`config.mk`:
```
export PLATFORM = sky130hd
export DESIGN_NAME = shift_add_float_alu
export DESIGN_NICKNAME = d
export VERILOG_FILES = /design/src/sv/safa_pkg.sv /design/src/sv/shift_add_float_alu.sv
export VERILOG_INCLUDE_DIRS = /design/src /design/src/sv
export SDC_FILE = /design/constraint.sdc
export NUM_CORES = 1
export LEC_CHECK = 0
export ABC_AREA = 1
export BUFFER_PORTS_ARGS = -buffer_cell sky130_fd_sc_hd__buf_2
export CAP_MARGIN = 25
export CELL_PAD_IN_SITES_DETAIL_PLACEMENT = 2
export CELL_PAD_IN_SITES_GLOBAL_PLACEMENT = 2
export CORE_MARGIN = 2
export CORE_UTILIZATION = 40
export DETAILED_ROUTE_END_ITERATION = 10
export HOLD_SLACK_MARGIN = 0.15
export PLACE_DENSITY = 0.88
export SLEW_MARGIN = 20
export SYNTH_ARGS = -nofsm -noshare
export SYNTH_HDL_FRONTEND = slang
export SYNTH_SLANG_ARGS = --single-unit
export TNS_END_PERCENT = 1
```
`constraint.sdc`:
```
create_clock -name clk -period 12.9 [get_ports clk]
set_clock_uncertainty 0.05 [all_clocks]
set_input_delay 2.58 -clock clk [delete_from_list [all_inputs] [get_ports clk]]
set_output_delay 2.58 -clock clk [all_outputs]
set_load 0.005 [all_outputs]
```
`src/sv/shift_add_float_alu_defines.svh`:
```
// Assertion macros for the shift-add float ALU.
`ifndef SHIFT_ADD_FLOAT_ALU_DEFINES_SVH
`define SHIFT_ADD_FLOAT_ALU_DEFINES_SVH
// Assert that a condition implies a consequence in the same cycle.
`define SAFA_ASSERT_IMP(lbl, clk, rstn, cond, cons) \
  lbl: assert property (@(posedge clk) disable iff (!rstn) (cond) |-> (cons)) \
    else $error("assertion failed");
// Assert that a condition implies a consequence in the next cycle.
`define SAFA_ASSERT_NXT(lbl, clk, rstn, cond, cons) \
  lbl: assert property (@(posedge clk) disable iff (!rstn) (cond) |=> (cons)) \
    else $error("assertion failed");
`endif

```
`src/sv/safa_pkg.sv`:
```
// Package with opcodes, states and constants of the shift-add float ALU.
`default_nettype none
package safa_pkg;
  typedef enum logic [2:0] {
    OP_UMUL16 = 3'd0,
    OP_SMUL32 = 3'd1,
    OP_FADD   = 3'd2,
    OP_FSUB   = 3'd3,
    OP_FMUL   = 3'd4
  } op_t;

  typedef enum logic [4:0] {
    ST_IDLE = 5'b00001,
    ST_MUL  = 5'b00010,
    ST_ALGN = 5'b00100,
    ST_NORM = 5'b01000,
    ST_DONE = 5'b10000
  } state_t;

  localparam int MulSteps = 32;
  localparam logic [31:0] HIDDEN   = 32'h4000_0000;
  localparam logic [31:0] FRACMASK = 32'h3FFF_FF80;
  localparam logic [31:0] MANTMASK = 32'h007F_FFFF;
  localparam logic [31:0] SIGNMASK = 32'h8000_0000;
  localparam logic [31:0] EXPMASK  = 32'h7F80_0000;
  localparam logic [9:0]  BIAS     = 10'd127;
endpackage
`default_nettype wire

```
`src/sv/shift_add_float_alu.sv`:
```
// Sequencing, from the accepting edge to out_tvalid: unused opcodes and fmul with a zero
// operand go straight to done; umul16/smul32 run 32 shift-add steps; fmul runs the 32 steps
// plus one or two normalize shifts; fadd/fsub align, run normalize shifts, then pack.
// One transaction at a time: in_tready is high only in idle, so an item holds the unit
// until its result moves to the output register, including any stall on a full output.
// Reset (rst_n low, sync) returns the sequencer to idle and drops any pending result.
`default_nettype none
module shift_add_float_alu (
  input  wire logic        clk,
  input  wire logic        rst_n,
  input  wire logic        in_tvalid,
  output logic             in_tready,
  // tdata: opcode[2:0], operand_a[34:3], operand_b[66:35], zero fill to 72
  input  wire logic [71:0] in_tdata,
  output logic             out_tvalid,
  input  wire logic        out_tready,
  // tdata: result_bits[63:0]
  output logic [63:0]      out_tdata
);
  `include "shift_add_float_alu_defines.svh"

  localparam int STEPS = safa_pkg::MulSteps;
  localparam int CW = $clog2(STEPS + 1);

  safa_pkg::state_t st_r, st_nxt;
  logic [2:0]  op_r;
  logic [31:0] a_r, b_r;
  logic [63:0] acc_r;      // multiply product: high half in [63:32]
  logic [31:0] mcand_r;    // multiplicand magnitude
  logic [CW-1:0] cnt_r;
  logic        neg_r;      // smul result sign
  logic [31:0] fr_r;
  logic [9:0]  ex_r;       // wraps; only low 8 bits packed
  logic        sb_r;
  logic [63:0] wres_r;     // result being built
  logic [63:0] res_r;      // output register
  logic        ov_r;

  // unpack helpers
  function automatic logic [31:0] unp_fr(input logic [31:0] x);
    logic [31:0] f;
    f = ((x << 7) & safa_pkg::FRACMASK) | safa_pkg::HIDDEN;
    if (x[30:0] == '0) return '0;
    return x[31] ? (32'd0 - f) : f;
  endfunction
  function automatic logic [9:0] unp_ex(input logic [31:0] x);
    if (x[30:0] == '0) return '0;
    return {2'b00, x[30:23]} - safa_pkg::BIAS;
  endfunction
  function automatic logic [31:0] asr(input logic [31:0] x, input logic [9:0] n);
    logic [4:0] s;
    s = (n > 10'd31) ? 5'd31 : n[4:0];
    return $unsigned($signed(x) >>> s);
  endfunction

  wire [2:0]  i_op = in_tdata[2:0];
  wire [31:0] i_a  = in_tdata[34:3];
  wire [31:0] i_b  = in_tdata[66:35];

  // adder for the shift-add multiply step
  logic [32:0] add_s;
  always_comb begin
    add_s = {1'b0, acc_r[63:32]} + {1'b0, (acc_r[0] ? mcand_r : 32'd0)};
  end

  wire [9:0] ea = unp_ex(a_r);
  wire [9:0] eb = unp_ex(b_r);
  wire [31:0] fa = unp_fr(a_r);
  wire [31:0] fb = unp_fr(b_r);
  wire ea_gt = $signed(ea) > $signed(eb);
  wire ea_lt = $signed(ea) < $signed(eb);
  wire [9:0] dab = ea - eb;
  wire [9:0] dba = eb - ea;
  wire [31:0] fa_al = ea_lt ? asr(fa, dba) : fa;
  wire [31:0] fb_al = ea_gt ? asr(fb, dab) : fb;
  wire [9:0] emax = ea_lt ? eb : ea;
  wire [31:0] sumv = (op_r == safa_pkg::OP_FSUB) ? (asr(fa_al, 10'd1) - asr(fb_al, 10'd1))
                                                : (asr(fa_al, 10'd1) + asr(fb_al, 10'd1));

  wire norm_done = (fr_r[30] != sb_r) || (cnt_r == CW'(STEPS));
  wire fmul_op = (op_r == safa_pkg::OP_FMUL);
  wire [31:0] packfr = (!fmul_op && sb_r) ? (32'd0 - fr_r) : fr_r;
  wire [31:0] packed_w = (fmul_op ? ((a_r ^ b_r) & safa_pkg::SIGNMASK)
                                  : (sb_r ? safa_pkg::SIGNMASK : 32'd0))
                       | (({22'd0, ex_r} + 32'd127) << 23 & safa_pkg::EXPMASK)
                       | (((packfr & ~safa_pkg::HIDDEN) >> 7) & safa_pkg::MANTMASK);
  wire [63:0] prod = {add_s, acc_r[31:1]};

  always_comb begin
    st_nxt = st_r;
    case (st_r)
      safa_pkg::ST_IDLE: if (in_tvalid) begin
        case (i_op)
          safa_pkg::OP_UMUL16, safa_pkg::OP_SMUL32: st_nxt = safa_pkg::ST_MUL;
          safa_pkg::OP_FADD, safa_pkg::OP_FSUB: st_nxt = safa_pkg::ST_ALGN;
          safa_pkg::OP_FMUL: st_nxt = (unp_fr(i_a) == '0 || unp_fr(i_b) == '0)
                                      ? safa_pkg::ST_DONE : safa_pkg::ST_MUL;
          default: st_nxt = safa_pkg::ST_DONE;
        endcase
      end
      safa_pkg::ST_MUL: if (cnt_r == CW'(STEPS - 1))
        st_nxt = fmul_op ? safa_pkg::ST_NORM : safa_pkg::ST_DONE;
      safa_pkg::ST_ALGN: st_nxt = (sumv == '0) ? safa_pkg::ST_DONE : safa_pkg::ST_NORM;
      safa_pkg::ST_NORM: if (norm_done) st_nxt = safa_pkg::ST_DONE;
      safa_pkg::ST_DONE: if (!ov_r || out_tready) st_nxt = safa_pkg::ST_IDLE;
      default: st_nxt = safa_pkg::ST_IDLE;
    endcase
  end

  always_ff @(posedge clk) begin
    if (!rst_n) begin
      st_r <= safa_pkg::ST_IDLE;
      ov_r <= 1'b0;
    end else begin
      st_r <= st_nxt;
      // a new result replaces the one leaving in the same cycle
      if (st_r == safa_pkg::ST_DONE && st_nxt == safa_pkg::ST_IDLE) ov_r <= 1'b1;
      else if (out_tvalid && out_tready) ov_r <= 1'b0;
    end
  end

  always_ff @(posedge clk) begin
    case (st_r)
      safa_pkg::ST_IDLE: begin
        op_r <= i_op; a_r <= i_a; b_r <= i_b; cnt_r <= '0; wres_r <= '0;
        // load magnitudes: multiplier in acc low half
        if (i_op == safa_pkg::OP_UMUL16) begin
          mcand_r <= {16'd0, i_a[15:0]}; acc_r <= {48'd0, i_b[15:0]}; neg_r <= 1'b0;
        end else if (i_op == safa_pkg::OP_SMUL32) begin
          mcand_r <= i_a[31] ? 32'd0 - i_a : i_a;
          acc_r <= {32'd0, (i_b[31] ? 32'd0 - i_b : i_b)};
          neg_r <= i_a[31] ^ i_b[31];
        end else begin
          mcand_r <= ((i_a << 7) & safa_pkg::FRACMASK) | safa_pkg::HIDDEN;
          acc_r <= {32'd0, ((i_b << 7) & safa_pkg::FRACMASK) | safa_pkg::HIDDEN};
          neg_r <= 1'b0;
        end
      end
      safa_pkg::ST_MUL: begin
        // one shift-add step per cycle through the multiply adder
        acc_r <= prod;
        cnt_r <= cnt_r + 1'b1;
        if (cnt_r == CW'(STEPS - 1)) begin
          if (op_r == safa_pkg::OP_UMUL16) wres_r <= prod;
          else if (op_r == safa_pkg::OP_SMUL32) wres_r <= neg_r ? 64'd0 - prod : prod;
          fr_r <= prod[63:32]; sb_r <= prod[63]; ex_r <= ea + eb + 10'd2;
          cnt_r <= '0;
        end
      end
      safa_pkg::ST_ALGN: begin
        fr_r <= sumv; sb_r <= sumv[31]; ex_r <= emax + 10'd1; cnt_r <= '0;
      end
      safa_pkg::ST_NORM: begin
        // one left shift per step until bit 30 differs from the sign or the step cap is reached
        if (norm_done) wres_r <= {32'd0, packed_w};
        else begin
          fr_r <= fr_r << 1; ex_r <= ex_r - 10'd1; cnt_r <= cnt_r + 1'b1;
        end
      end
      safa_pkg::ST_DONE: begin
        // move the result out once the output register is free
        if (!ov_r || out_tready) res_r <= wres_r;
      end
      default: ;
    endcase
  end

  assign in_tready  = (st_r == safa_pkg::ST_IDLE);
  assign out_tvalid = ov_r;
  assign out_tdata  = res_r;

  `SAFA_ASSERT_IMP(a_busy, clk, rst_n, st_r != safa_pkg::ST_IDLE, !in_tready)
  `SAFA_ASSERT_NXT(a_cnt, clk, rst_n, st_r == safa_pkg::ST_MUL, cnt_r <= CW'(STEPS))
  `SAFA_ASSERT_NXT(a_hold, clk, rst_n, out_tvalid && !out_tready, out_tvalid && $stable(out_tdata))
endmodule
`default_nettype wire
```
-- Yosys cells after proc, flatten, opt, wreduce, memory -nomap -nowiden
Cells that the tools add are included.
- bitwise gates (word level): 6
- shift-type cells: 2
- $lt $le $gt $ge: 4
- mux-type cells: 77
- eq/ne operators: 20
- reduce and logical (&&, ||, !) cells: 33
- add/sub/neg operators: 21
- operators with widths (cell ; count):
    two-way mux 32 bit ; 27
    two-way mux 64 bit ; 5
    case mux 64 bit (3 select lines) ; 1
    case mux 64 bit (2 select lines) ; 1
    subtractor 1 x 31 -> 32 bit (first input constant) ; 4
    zero test 31 bit ; 4
    two-way mux 31 bit ; 4
    zero test 32 bit ; 3
    case mux 31 bit (3 select lines) ; 1
    two-way mux 10 bit ; 7
    >>> shifter 32 x 5 -> 32 bit ; 2
    subtractor 1 x 32 -> 32 bit (first input constant) ; 2
    subtractor 1 x 64 -> 64 bit (first input constant) ; 1
    two-way mux 5 bit ; 9
    adder 32 x 32 -> 33 bit ; 1
    adder 31 x 31 -> 32 bit ; 1
    bitwise OR 32 x 23 -> 32 bit ; 1
    bitwise OR 32 x 31 -> 32 bit ; 1
    subtractor 31 x 31 -> 32 bit ; 1
    XOR 32 bit ; 1
    two-way mux 30 bit ; 1
    case mux 10 bit (3 select lines) ; 1
    subtractor 1 x 30 -> 30 bit (first input constant) ; 1
    case mux 5 bit (5 select lines) ; 1
    other kinds (43) ; 82
- flip-flop bits (word level): 346
- output and inout bits: 66
- bits of input ports: 76

-- Logic depth before layout (Yosys ltp)
Gate-level depths: netlist of the first run.
- word-level depth: 18
- gate-level depth with buffers: 61
- gate-level depth less buffers: 59

-- Worst setup path before layout of the first run
Ideal clock, no wire load.
- path kind: register to register
- from: register a_r[0]
- to: register sb_r (data pin)
- required time: 12.584 ns
- path slack: 5.606 ns
- cell stages (with the launch flop): 45
- arrival time: 6.978 ns
- cells stage by stage: edfxtp_1 > inv_1 > ha_1 > nand2_1 > nor4_1 > nand2_1 > inv_1 > nand4_1 > nor2_1 > nor2_1 > ha_1 > fa_1 > o21ai_0 > nand2_1 > nand2_1 > xor2_1 > nand2_1 > a21oi_1 > [9 not listed] > o21ai_0 > nor2_1 > ha_1 > a21oi_1 > nand2_1 > a21oi_1 > o21ai_0 > a21oi_1 > o21bai_1 > a21oi_1 > o21ai_0 > a21boi_0 > o21ai_0 > a21oi_1 > xor2_1 > nand3_1 > nand2_1 > o21ai_1
- cells in the longest elaborated chain, start to end: 11
- elaborated cells between the ends (all ways): 22
- those cells by class: add/sub: 5; order compare: 4; shift: 2; mux: 10; reduce/logical: 1
- ends and longest elaborated chain (what ; line ; RTL):
    start: declaration ; shift_add_float_alu.sv:27 ; logic [31:0] a_r, b_r;
    start signal: assignment ; shift_add_float_alu.sv:125 ; op_r <= i_op; a_r <= i_a; b_r <= i_b; cnt_r <= '0; wres_r <= '0;
    zero test 31 bit ; shift_add_float_alu.sv:43, shift_add_float_alu.sv:47 ;
    two-way mux 1 bit ; shift_add_float_alu.sv:43, shift_add_float_alu.sv:47 ;
    two-way mux 10 bit ; shift_add_float_alu.sv:48 ; return {2'b00, x[30:23]} - safa_pkg::BIAS;
    subtractor 10 bit, on equally long branches ; shift_add_float_alu.sv:73, shift_add_float_alu.sv:72 ;
    greater-than comparator 10 x 5 -> 1 bit ; shift_add_float_alu.sv:52 ; s = (n > 10'd31) ? 5'd31 : n[4:0];
    two-way mux 5 bit ; shift_add_float_alu.sv:52 ;
    >>> shifter 32 x 5 -> 32 bit ; shift_add_float_alu.sv:53 ; return $unsigned($signed(x) >>> s);
    two-way mux 32 bit, on equally long branches ; shift_add_float_alu.sv:74, shift_add_float_alu.sv:75 ;
    adder 31 x 31 -> 32 bit or subtractor 31 x 31 -> 32 bit (tied branches) ; shift_add_float_alu.sv:78, shift_add_float_alu.sv:77 ;
    two-way mux 32 bit (*) ; shift_add_float_alu.sv:77 ; wire [31:0] sumv = (op_r == safa_pkg::OP_FSUB) ? (asr(fa_al, 10'd1) - asr(fb_al, 10'd1))
    case mux 1 bit (2 select lines) (*) ; shift_add_float_alu.sv:123 ; case (st_r)
    end signal: assignment ; shift_add_float_alu.sv:146 ; fr_r <= prod[63:32]; sb_r <= prod[63]; ex_r <= ea + eb + 10'd2;
    end: declaration ; shift_add_float_alu.sv:34 ; logic sb_r;
Mark *: on every way between the ends. The rest lies on a longest branch, timed or not.
A chain may end at the register's enable or synchronous reset.

-- Worst setup path after layout of the first run
- from: register a_r[0]
- to: register st_r[3]
- cells in the longest elaborated chain, start to end: 13
- elaborated cells between the ends (all ways): 24
- those cells by class: add/sub: 5; order compare: 4; shift: 2; mux: 11; reduce/logical: 2
- ends and longest elaborated chain (what ; line ; RTL):
    zero test 31 bit ; shift_add_float_alu.sv:43, shift_add_float_alu.sv:47 ;
    two-way mux 1 bit ; shift_add_float_alu.sv:43, shift_add_float_alu.sv:47 ;
    two-way mux 10 bit ; shift_add_float_alu.sv:48 ;
    subtractor 10 bit, on equally long branches ; shift_add_float_alu.sv:73, shift_add_float_alu.sv:72 ;
    greater-than comparator 10 x 5 -> 1 bit ; shift_add_float_alu.sv:52 ;
    two-way mux 5 bit ; shift_add_float_alu.sv:52 ;
    >>> shifter 32 x 5 -> 32 bit ; shift_add_float_alu.sv:53 ;
    two-way mux 32 bit, on equally long branches ; shift_add_float_alu.sv:74, shift_add_float_alu.sv:75 ;
    adder 31 x 31 -> 32 bit or subtractor 31 x 31 -> 32 bit (tied branches) ; shift_add_float_alu.sv:78, shift_add_float_alu.sv:77 ;
    two-way mux 32 bit (*) ; shift_add_float_alu.sv:77 ;
    zero test 32 bit (*) ; shift_add_float_alu.sv:103 ; safa_pkg::ST_ALGN: st_nxt = (sumv == '0) ? safa_pkg::ST_DONE : safa_pkg::ST_NORM;
    two-way mux 5 bit (*) ; shift_add_float_alu.sv:103 ;
    case mux 5 bit (5 select lines) (*) ; shift_add_float_alu.sv:91 ; case (st_r)
    end signal: assignment ; shift_add_float_alu.sv:112 ; st_r <= safa_pkg::ST_IDLE;
    end signal: assignment ; shift_add_float_alu.sv:115 ; st_r <= st_nxt;
    end: declaration ; shift_add_float_alu.sv:25 ; safa_pkg::state_t st_r, st_nxt;
Marked as above.

==> results.yml, run 1 <==
synth:
  synth.top_cell.area_share_pct: 36.8
  synth.mux.area_fraction_pct: 0.218
  synth_area_in_simple_gates_pct: 28.0
  syn_area_per_cell_sq_um: 7.24
  synth_largest_area_cell: "edfxtp_1"
  synth_fa_ha_area_share_pct: 5.40
  synth_cells: 3803
  synth-main-ff-cell: "edfxtp_1"
  share_of_the_synthesized_netlist_area_taken_by_xor_and_xnor_gates_pct: 5.12
  synth_fp_nets: 3995
  complex_gate_fraction_of_the_synthesized_area_pct: 15.1
  synth_area_sq_mm: 0.0275
  synth_top_family_by_area: "simple AND/OR/NAND/NOR gates"
  synth-seq-area-share_pct: 37.3
  ys_warn_count: 0
  number_of_enable_flip_flop_cells_after_synthesis: 338
  ys_async_sr_fraction_pct: 0
  largest_cells_by_area_after_synthesis: "edfxtp_1, nand2_1, inv_1"
  synth_seq_cells: 344
  ys_types: 64
power:
  leakage_nw: 13.7
  total_power_draw_mw: 6.93
  power_per_cell_area_mw_per_mm2: 226
  peak_ir_drop_on_the_vdd_network_v: 0.000177
sta:
  setup_repair_after_global_routing_missed_its_margin: "false"
  hold_ws_ps: 370
  timing_hold_violations_final: 0
  timing_max_transition_violations_final: 0
  slew_headroom_pct: 28.7
  finalCritPeriodShare_pct: 91.0
  finalSetupViolations: 0
  layout_min_cycle_time_ps: 11740
  fmax_ghz: 0.0852
  tns_ps: 0
  tightest_slew_ps: 1060
route:
  via_per_inst: 6.19
  drt_pre_antenna_iters: 5
  final_antenna_net_count: 0
  vias: 29800
  drc: 0
  drt_first_iter_violations: 3167
  dr_wl_cell_um: 28.3
  wl_um: 136000
die:
  num_rows: 96
  starting_density_of_the_core_pct: 40.3
  die_height_um: 266
  die_w_um: 266
  core_sq_mm: 0.0683
  fp.dieArea_sq_mm: 0.0710
  io_pins: 142
finish:
  final.fill_count: 8052
  final_layout_size_suffix_gt1_share_pct: 8.24
  layout-area-overhead-vs-synth_pct: 11.6
  fin_nets: 4079
cts:
  sink_count: 344
  tritoncts: "yes"
  cts_resized: 0
  ctsHoldBuffers: 0
  cts.path.max_buffers: 3
  insertion_delay_ps: 640
  cts_setup_buffers: 0
  clkTransAtPathRegs_ps: 60
  htree_num_levels: 2
  cts_buffers: 43
  clk_root_buffer_cell: "clkbuf_16"
setup_path:
  setup.worst_path.start_class: "flop"
  critical_path_arrival_ps: 12190
  critPathMaxFanout: 33
  worst-setup-path-type: "reg2reg"
  worstPathRequired_ps: 13350
  worstSetupEndpointType: "flop"
  worst_path_max_delay_cell: "nor2_1"
  crit_path_frequent_cell: "nand2_1"
  slowest_delay_ps: 720
placement:
  port_buffers: 136
  hpwl_after_detailed_placement_um: 100000
  globalplace.congestion: 0.928
run_status:
  run_status: "completed"
global_route:
  number_of_global_route_vias_before_repair: 31700
  overflow: 0
  initial_antenna_violation_count: 7
  wire_length_of_the_first_global_routing_pass_um: 203000
  grt_max_degree: 66
  groute.usage.overall_pct: 37.9
flow_run:
  cap_viol_max_count: 0
worst_hold_path:
  worstHoldPathType: "reg2reg"
registers in the layout, summed over array words and instances (netlist names):
register / flops
wres_r: 64
sb_r: 1
b_r: 32
mcand_r: 32
op_r: 3
out_tvalid: 1
fr_r: 31
neg_r: 1
a_r: 32
cnt_r: 6
st_r: 5
acc_r: 64
out_tdata: 64
ex_r: 8
synth_stat cells (all sizes together), types with 24 or more instances:
library cell,instances
inv,498
nand2,916
ha,111
a21oi,206
nand4,53
nor2,421
edfxtp,338
nand3,294
a31oi,24
clkbuf,105
xor2,114
buf,27
nor3,88
o211ai,43
o221ai,45
xnor2,47
o21ai,327
cell families (layout without fill, tap and decap cells):
logic type                 Yosys count  count (layout)
AOI/OAI and AO/OA                  724             724
xor gates and xnor gates           161             161
adders and majority gates          116             116
buffers and inverters              636             754
DFF                                344             344
muxes                                6               6
other                                0               2
and+or+nand+nor                   1816            1816
final cells by class:
cell class                 count  area (sq um)  share of cell area [%]
timing repair buffer         171           963                    3.13
sequential                   344         10300                    33.4
clock inverter                32           508                    1.65
multi-input combinational   2823         14900                    48.5
antenna                        2          5.00                  0.0163
inverter                     504          1900                    6.18
clock buffer                  47          1090                    3.55
tap                          882          1100                    3.59
cell usage in the layout (no fill, tap or decap), types with 5 or more instances in the layout:
cell type,n
or2_2,16
nor4_1,13
ha_1,111
nand2_1,908
nor3_2,9
nor2_2,13
nand2_2,7
a21oi_1,205
clkinv_1,10
a21boi_0,6
dfxtp_1,6
nand3b_1,9
bufinv_16,11
nand3_1,290
clkinv_2,7
mux2i_1,6
a31oi_1,23
xnor2_1,47
nor2_4,7
o211ai_1,41
buf_4,34
nor3_1,79
o221ai_1,45
nor2_1,400
o21bai_1,12
o21ai_1,7
o31ai_1,13
buf_2,136
edfxtp_1,338
fa_1,5
clkinvlp_4,6
inv_1,483
inv_2,11
o22ai_1,16
nand4_1,52
o21ai_0,320
clkbuf_16,43
xor2_1,114
layer usage:
layer  part of all wire, %  wire length, um  vias up  GRT usage, %
met5                 0.047               64        -             0
met4                   5.7             7710       10          19.3
met3                   7.8            10700      358          5.94
met2                    46            62600     1396          62.0
met1                    41            55200    15000          48.6
li1                      -                -    13000             -
critical path, delay by kind of cell (launching register included):
kind | cells | cell delay [ps]
buffers and inverters | 8 | 1690
adders and majority gates | 3 | 1100
and+or+nand+nor | 29 | 5210
xor gates and xnor gates | 2 | 670
DFF | 1 | 440
AOI/OAI and AO/OA | 11 | 2490
path summary, 6_finish.rpt:
check	slack, ps	start	end	cells after the start
worst min register to register	370	wres_r[4]$_DFFE_PP_	out_tdata[4]$_DFFE_PP_	0
worst max register to register	1160	a_r[0]$_DFFE_PP_	st_r[3]$_SDFF_PN0_	53
worst min-delay path	370	wres_r[4]$_DFFE_PP_	out_tdata[4]$_DFFE_PP_	0
worst max-delay path	1160	a_r[0]$_DFFE_PP_	st_r[3]$_SDFF_PN0_	53
where the power goes:
group          internal, mW  switching, mW  total (mW)
logic                  1.04           2.88        3.91
clock network         0.843          0.581        1.42
registers              1.46          0.132        1.59
total                  3.34           3.59        6.93
per-stage QoR:
stage	worst slack, ps	cell area [sq um]	util [%]	instances
2_1_floorplan	5610	27500	-	3803
3_3_place_gp	2630	29100	42.6	4722
3_5_place_dp	1830	29100	42.6	4723
4_1_cts	1490	30700	44.9	4802
5_1_grt	124	30700	45.0	4803
6_report	1160	30700	45.0	4805
(Power assumes the default switching activity.)
==> run 2, diff against run 1 <==
ABC_AREA = default   (was 1)
BUFFER_PORTS_ARGS = -buffer_cell sky130_fd_sc_hd__clkbuf_2   (was -buffer_cell sky130_fd_sc_hd__buf_2)
CORE_UTILIZATION = 43   (was 40)
CTS_CLUSTER_SIZE = 20   (was default)
PLACE_DENSITY = 0.87   (was 0.88)
==> run 2 against run 1 <==
Register-to-register slack got worse by 820 ps; sequential power up 3%; via count down 4.7%; setup slack worse by 820 ps; maximum frequency is 6.5% lower; final cell count decreased by 16%; synthesized cell count decreased by 21%; sequential share of layout area is 0.16 points lower.
==> results.yml, run 2 <==
run_status:
  run_status: "completed"
die:
  starting_density_of_the_core_pct: 43.4
  num_rows: 92
  die_height_um: 256
  fp.dieArea_sq_mm: 0.0656
  core_sq_mm: 0.0630
  io_pins: 142
  die_w_um: 256
synth:
  largest_cells_by_area_after_synthesis: "edfxtp_1, xor2_1, ha_1"
  synth.top_cell.area_share_pct: 37.1
  synth-main-ff-cell: "edfxtp_1"
  ys_async_sr_fraction_pct: 0
  synth_seq_cells: 344
  synth_largest_area_cell: "edfxtp_1"
  synth-seq-area-share_pct: 37.6
  yosys-top-cells-count: "edfxtp_1, nor2_1, nand2_1"
  ys_types: 106
  ys_warn_count: 0
  syn_area_per_cell_sq_um: 9.07
  synth.most_common_cell: "edfxtp_1"
  synth_cells: 3014
  synth_fp_nets: 3206
  synth_area_sq_mm: 0.0273
  number_of_enable_flip_flop_cells_after_synthesis: 338
route:
  final_antenna_net_count: 0
  drc: 0
  vias: 28400
  drt_first_iter_violations: 3391
  wl_um: 146000
  via_per_inst: 7.03
  drt_pre_antenna_iters: 6
  dr_wl_cell_um: 36.3
placement:
  port_buffers: 136
  hpwl_after_detailed_placement_um: 98200
  dpl.cell_count: 3937
  globalplace.congestion: 0.969
  dp_worst_setup_slack_ps: 480
sta:
  finalSetupViolations: 0
  fmax_ghz: 0.0796
  layout_min_cycle_time_ps: 12560
  slew_headroom_pct: 27.7
  timing_hold_violations_final: 0
  layout_setup_ws_ps: 340
  tightest_slew_ps: 1080
  timing_max_transition_violations_final: 0
  finalCritPeriodShare_pct: 97.4
power:
  power_per_cell_area_mw_per_mm2: 252
  peak_ir_drop_on_the_vdd_network_v: 0.000155
  leakage_nw: 11.9
cts:
  insertion_delay_ps: 600
  tritoncts: "yes"
  htree_num_levels: 2
  clkTransAtPathRegs_ps: 80
  sink_count: 344
  cts.path.max_buffers: 3
  clk_root_buffer_cell: "clkbuf_16"
  cts_buffers: 40
  ctsHoldBuffers: 0
worst_hold_path:
  worstHoldPathType: "reg2reg"
setup_path:
  critPathMaxFanout: 11
  worst_path_max_delay_cell: "or4_1"
  setup.worst_path.start_class: "flop"
  crit_path_frequent_cell: "buf_4"
  worst-setup-path-type: "reg2reg"
  critical_path_arrival_ps: 13040
  worstSetupEndpointType: "flop"
  slowest_delay_ps: 670
  worstPathRequired_ps: 13380
global_route:
  wire_length_of_the_first_global_routing_pass_um: 211000
  number_of_global_route_vias_before_repair: 29800
  grt_max_degree: 74
  overflow: 0
  groute.usage.overall_pct: 43.1
  initial_antenna_violation_count: 8
finish:
  most-common-layout-cells: "edfxtp_1, nor2_1, nand2_1"
  final.fill_count: 6596
  fin_nets: 3347
  fin_util_pct: 49.0
  instances_no_fill: 4035
  final_layout_size_suffix_gt1_share_pct: 13.1
  layout-area-overhead-vs-synth_pct: 13.0
  most_frequent_standard_cell_in_the_layout_excluding_fill_and_tap_cells: "edfxtp_1"
flow_run:
  cap_viol_max_count: 0
## run 2: timing repair
| action | 4_1_cts | 5_1_grt |
|---|---|---|
| pin swaps | 1 | 6 |
| resized for setup | 0 | 12 |
| hold endpoints to repair | 0 | 0 |
| setup endpoints to repair | 1 | 5 |
| buffers inserted | 3 | 16 |
## run 2: path summary, 6_finish.rpt
kind                         from                       to  slack (ps)  depth (start not counted)
max              a_r[5]$_DFFE_PP_       st_r[4]$_SDFF_PN0_         340                         44
min          wres_r[42]$_DFFE_PP_  out_tdata[42]$_DFFE_PP_         370                          0
max reg2reg      a_r[5]$_DFFE_PP_       st_r[4]$_SDFF_PN0_         340                         44
min reg2reg  wres_r[42]$_DFFE_PP_  out_tdata[42]$_DFFE_PP_         370                          0
## run 2: worst max-delay path: cells and delay by family (launching register included)
| family | cells | cell delay (ps) |
|---|---|---|
| xor+xnor | 2 | 340 |
| flops | 1 | 460 |
| compound gates | 15 | 4430 |
| fa+ha+maj | 3 | 790 |
| mux | 2 | 510 |
| simple gates | 17 | 4960 |
| buf+inv | 5 | 960 |
## run 2: power by group
part	leakage (nW)	total [mW]	switching, mW	internal (mW)
Clock	0.592	1.18	0.560	0.616
Sequential	3.45	1.63	0.172	1.46
Combinational	7.84	4.96	3.43	1.53
## run 2: layout make-up
type / instances / area [sq um] / share of cell area (%)
Multi-Input combinational cell: 2422 / 16400 / 53.0
Sequential cell: 344 / 10300 / 33.3
Timing Repair Buffer: 252 / 1600 / 5.19
Clock buffer: 50 / 1080 / 3.50
Tap cell: 846 / 1060 / 3.43
Inverter: 95 / 357 / 1.15
Clock inverter: 23 / 144 / 0.466
Antenna cell: 3 / 7.51 / 0.0243
## run 2: metrics by stage
step                      hold WS, ps  total power [mW]  setup TNS [ps]  area, sq um
after detailed placement          355              6.04               0        29400
after CTS                         372              7.39               0        30600
after global placement            352              5.75               0        29400
final                             372              7.77               0        30900
after global routing              386              7.92           -60.6        30900
after floorplan                   350              4.14               0        27300
## run 2: cell families after synthesis
logic type               after synthesis  synth area share (%)
multiplexers                          89                  3.43
AO/OA/AOI/OAI                        867                  21.6
buffers and inverters                248                  3.50
AND/OR/NAND/NOR                     1036                  18.4
adder cells (fa/ha/maj)              116                  5.45
flip-flops                           344                  37.6
XOR/XNOR                             314                  10.1
## run 2: per-layer routing
metal	vias up	global-route usage [%]	share of wire [%]	wire length, um
met3	641	8.28	8.4	12300
met2	1862	71.6	47	69000
met1	14300	50.6	36	53100
li1	11600	-	-	-
met4	8	29.0	8.2	12100
met5	-	0	0.037	54
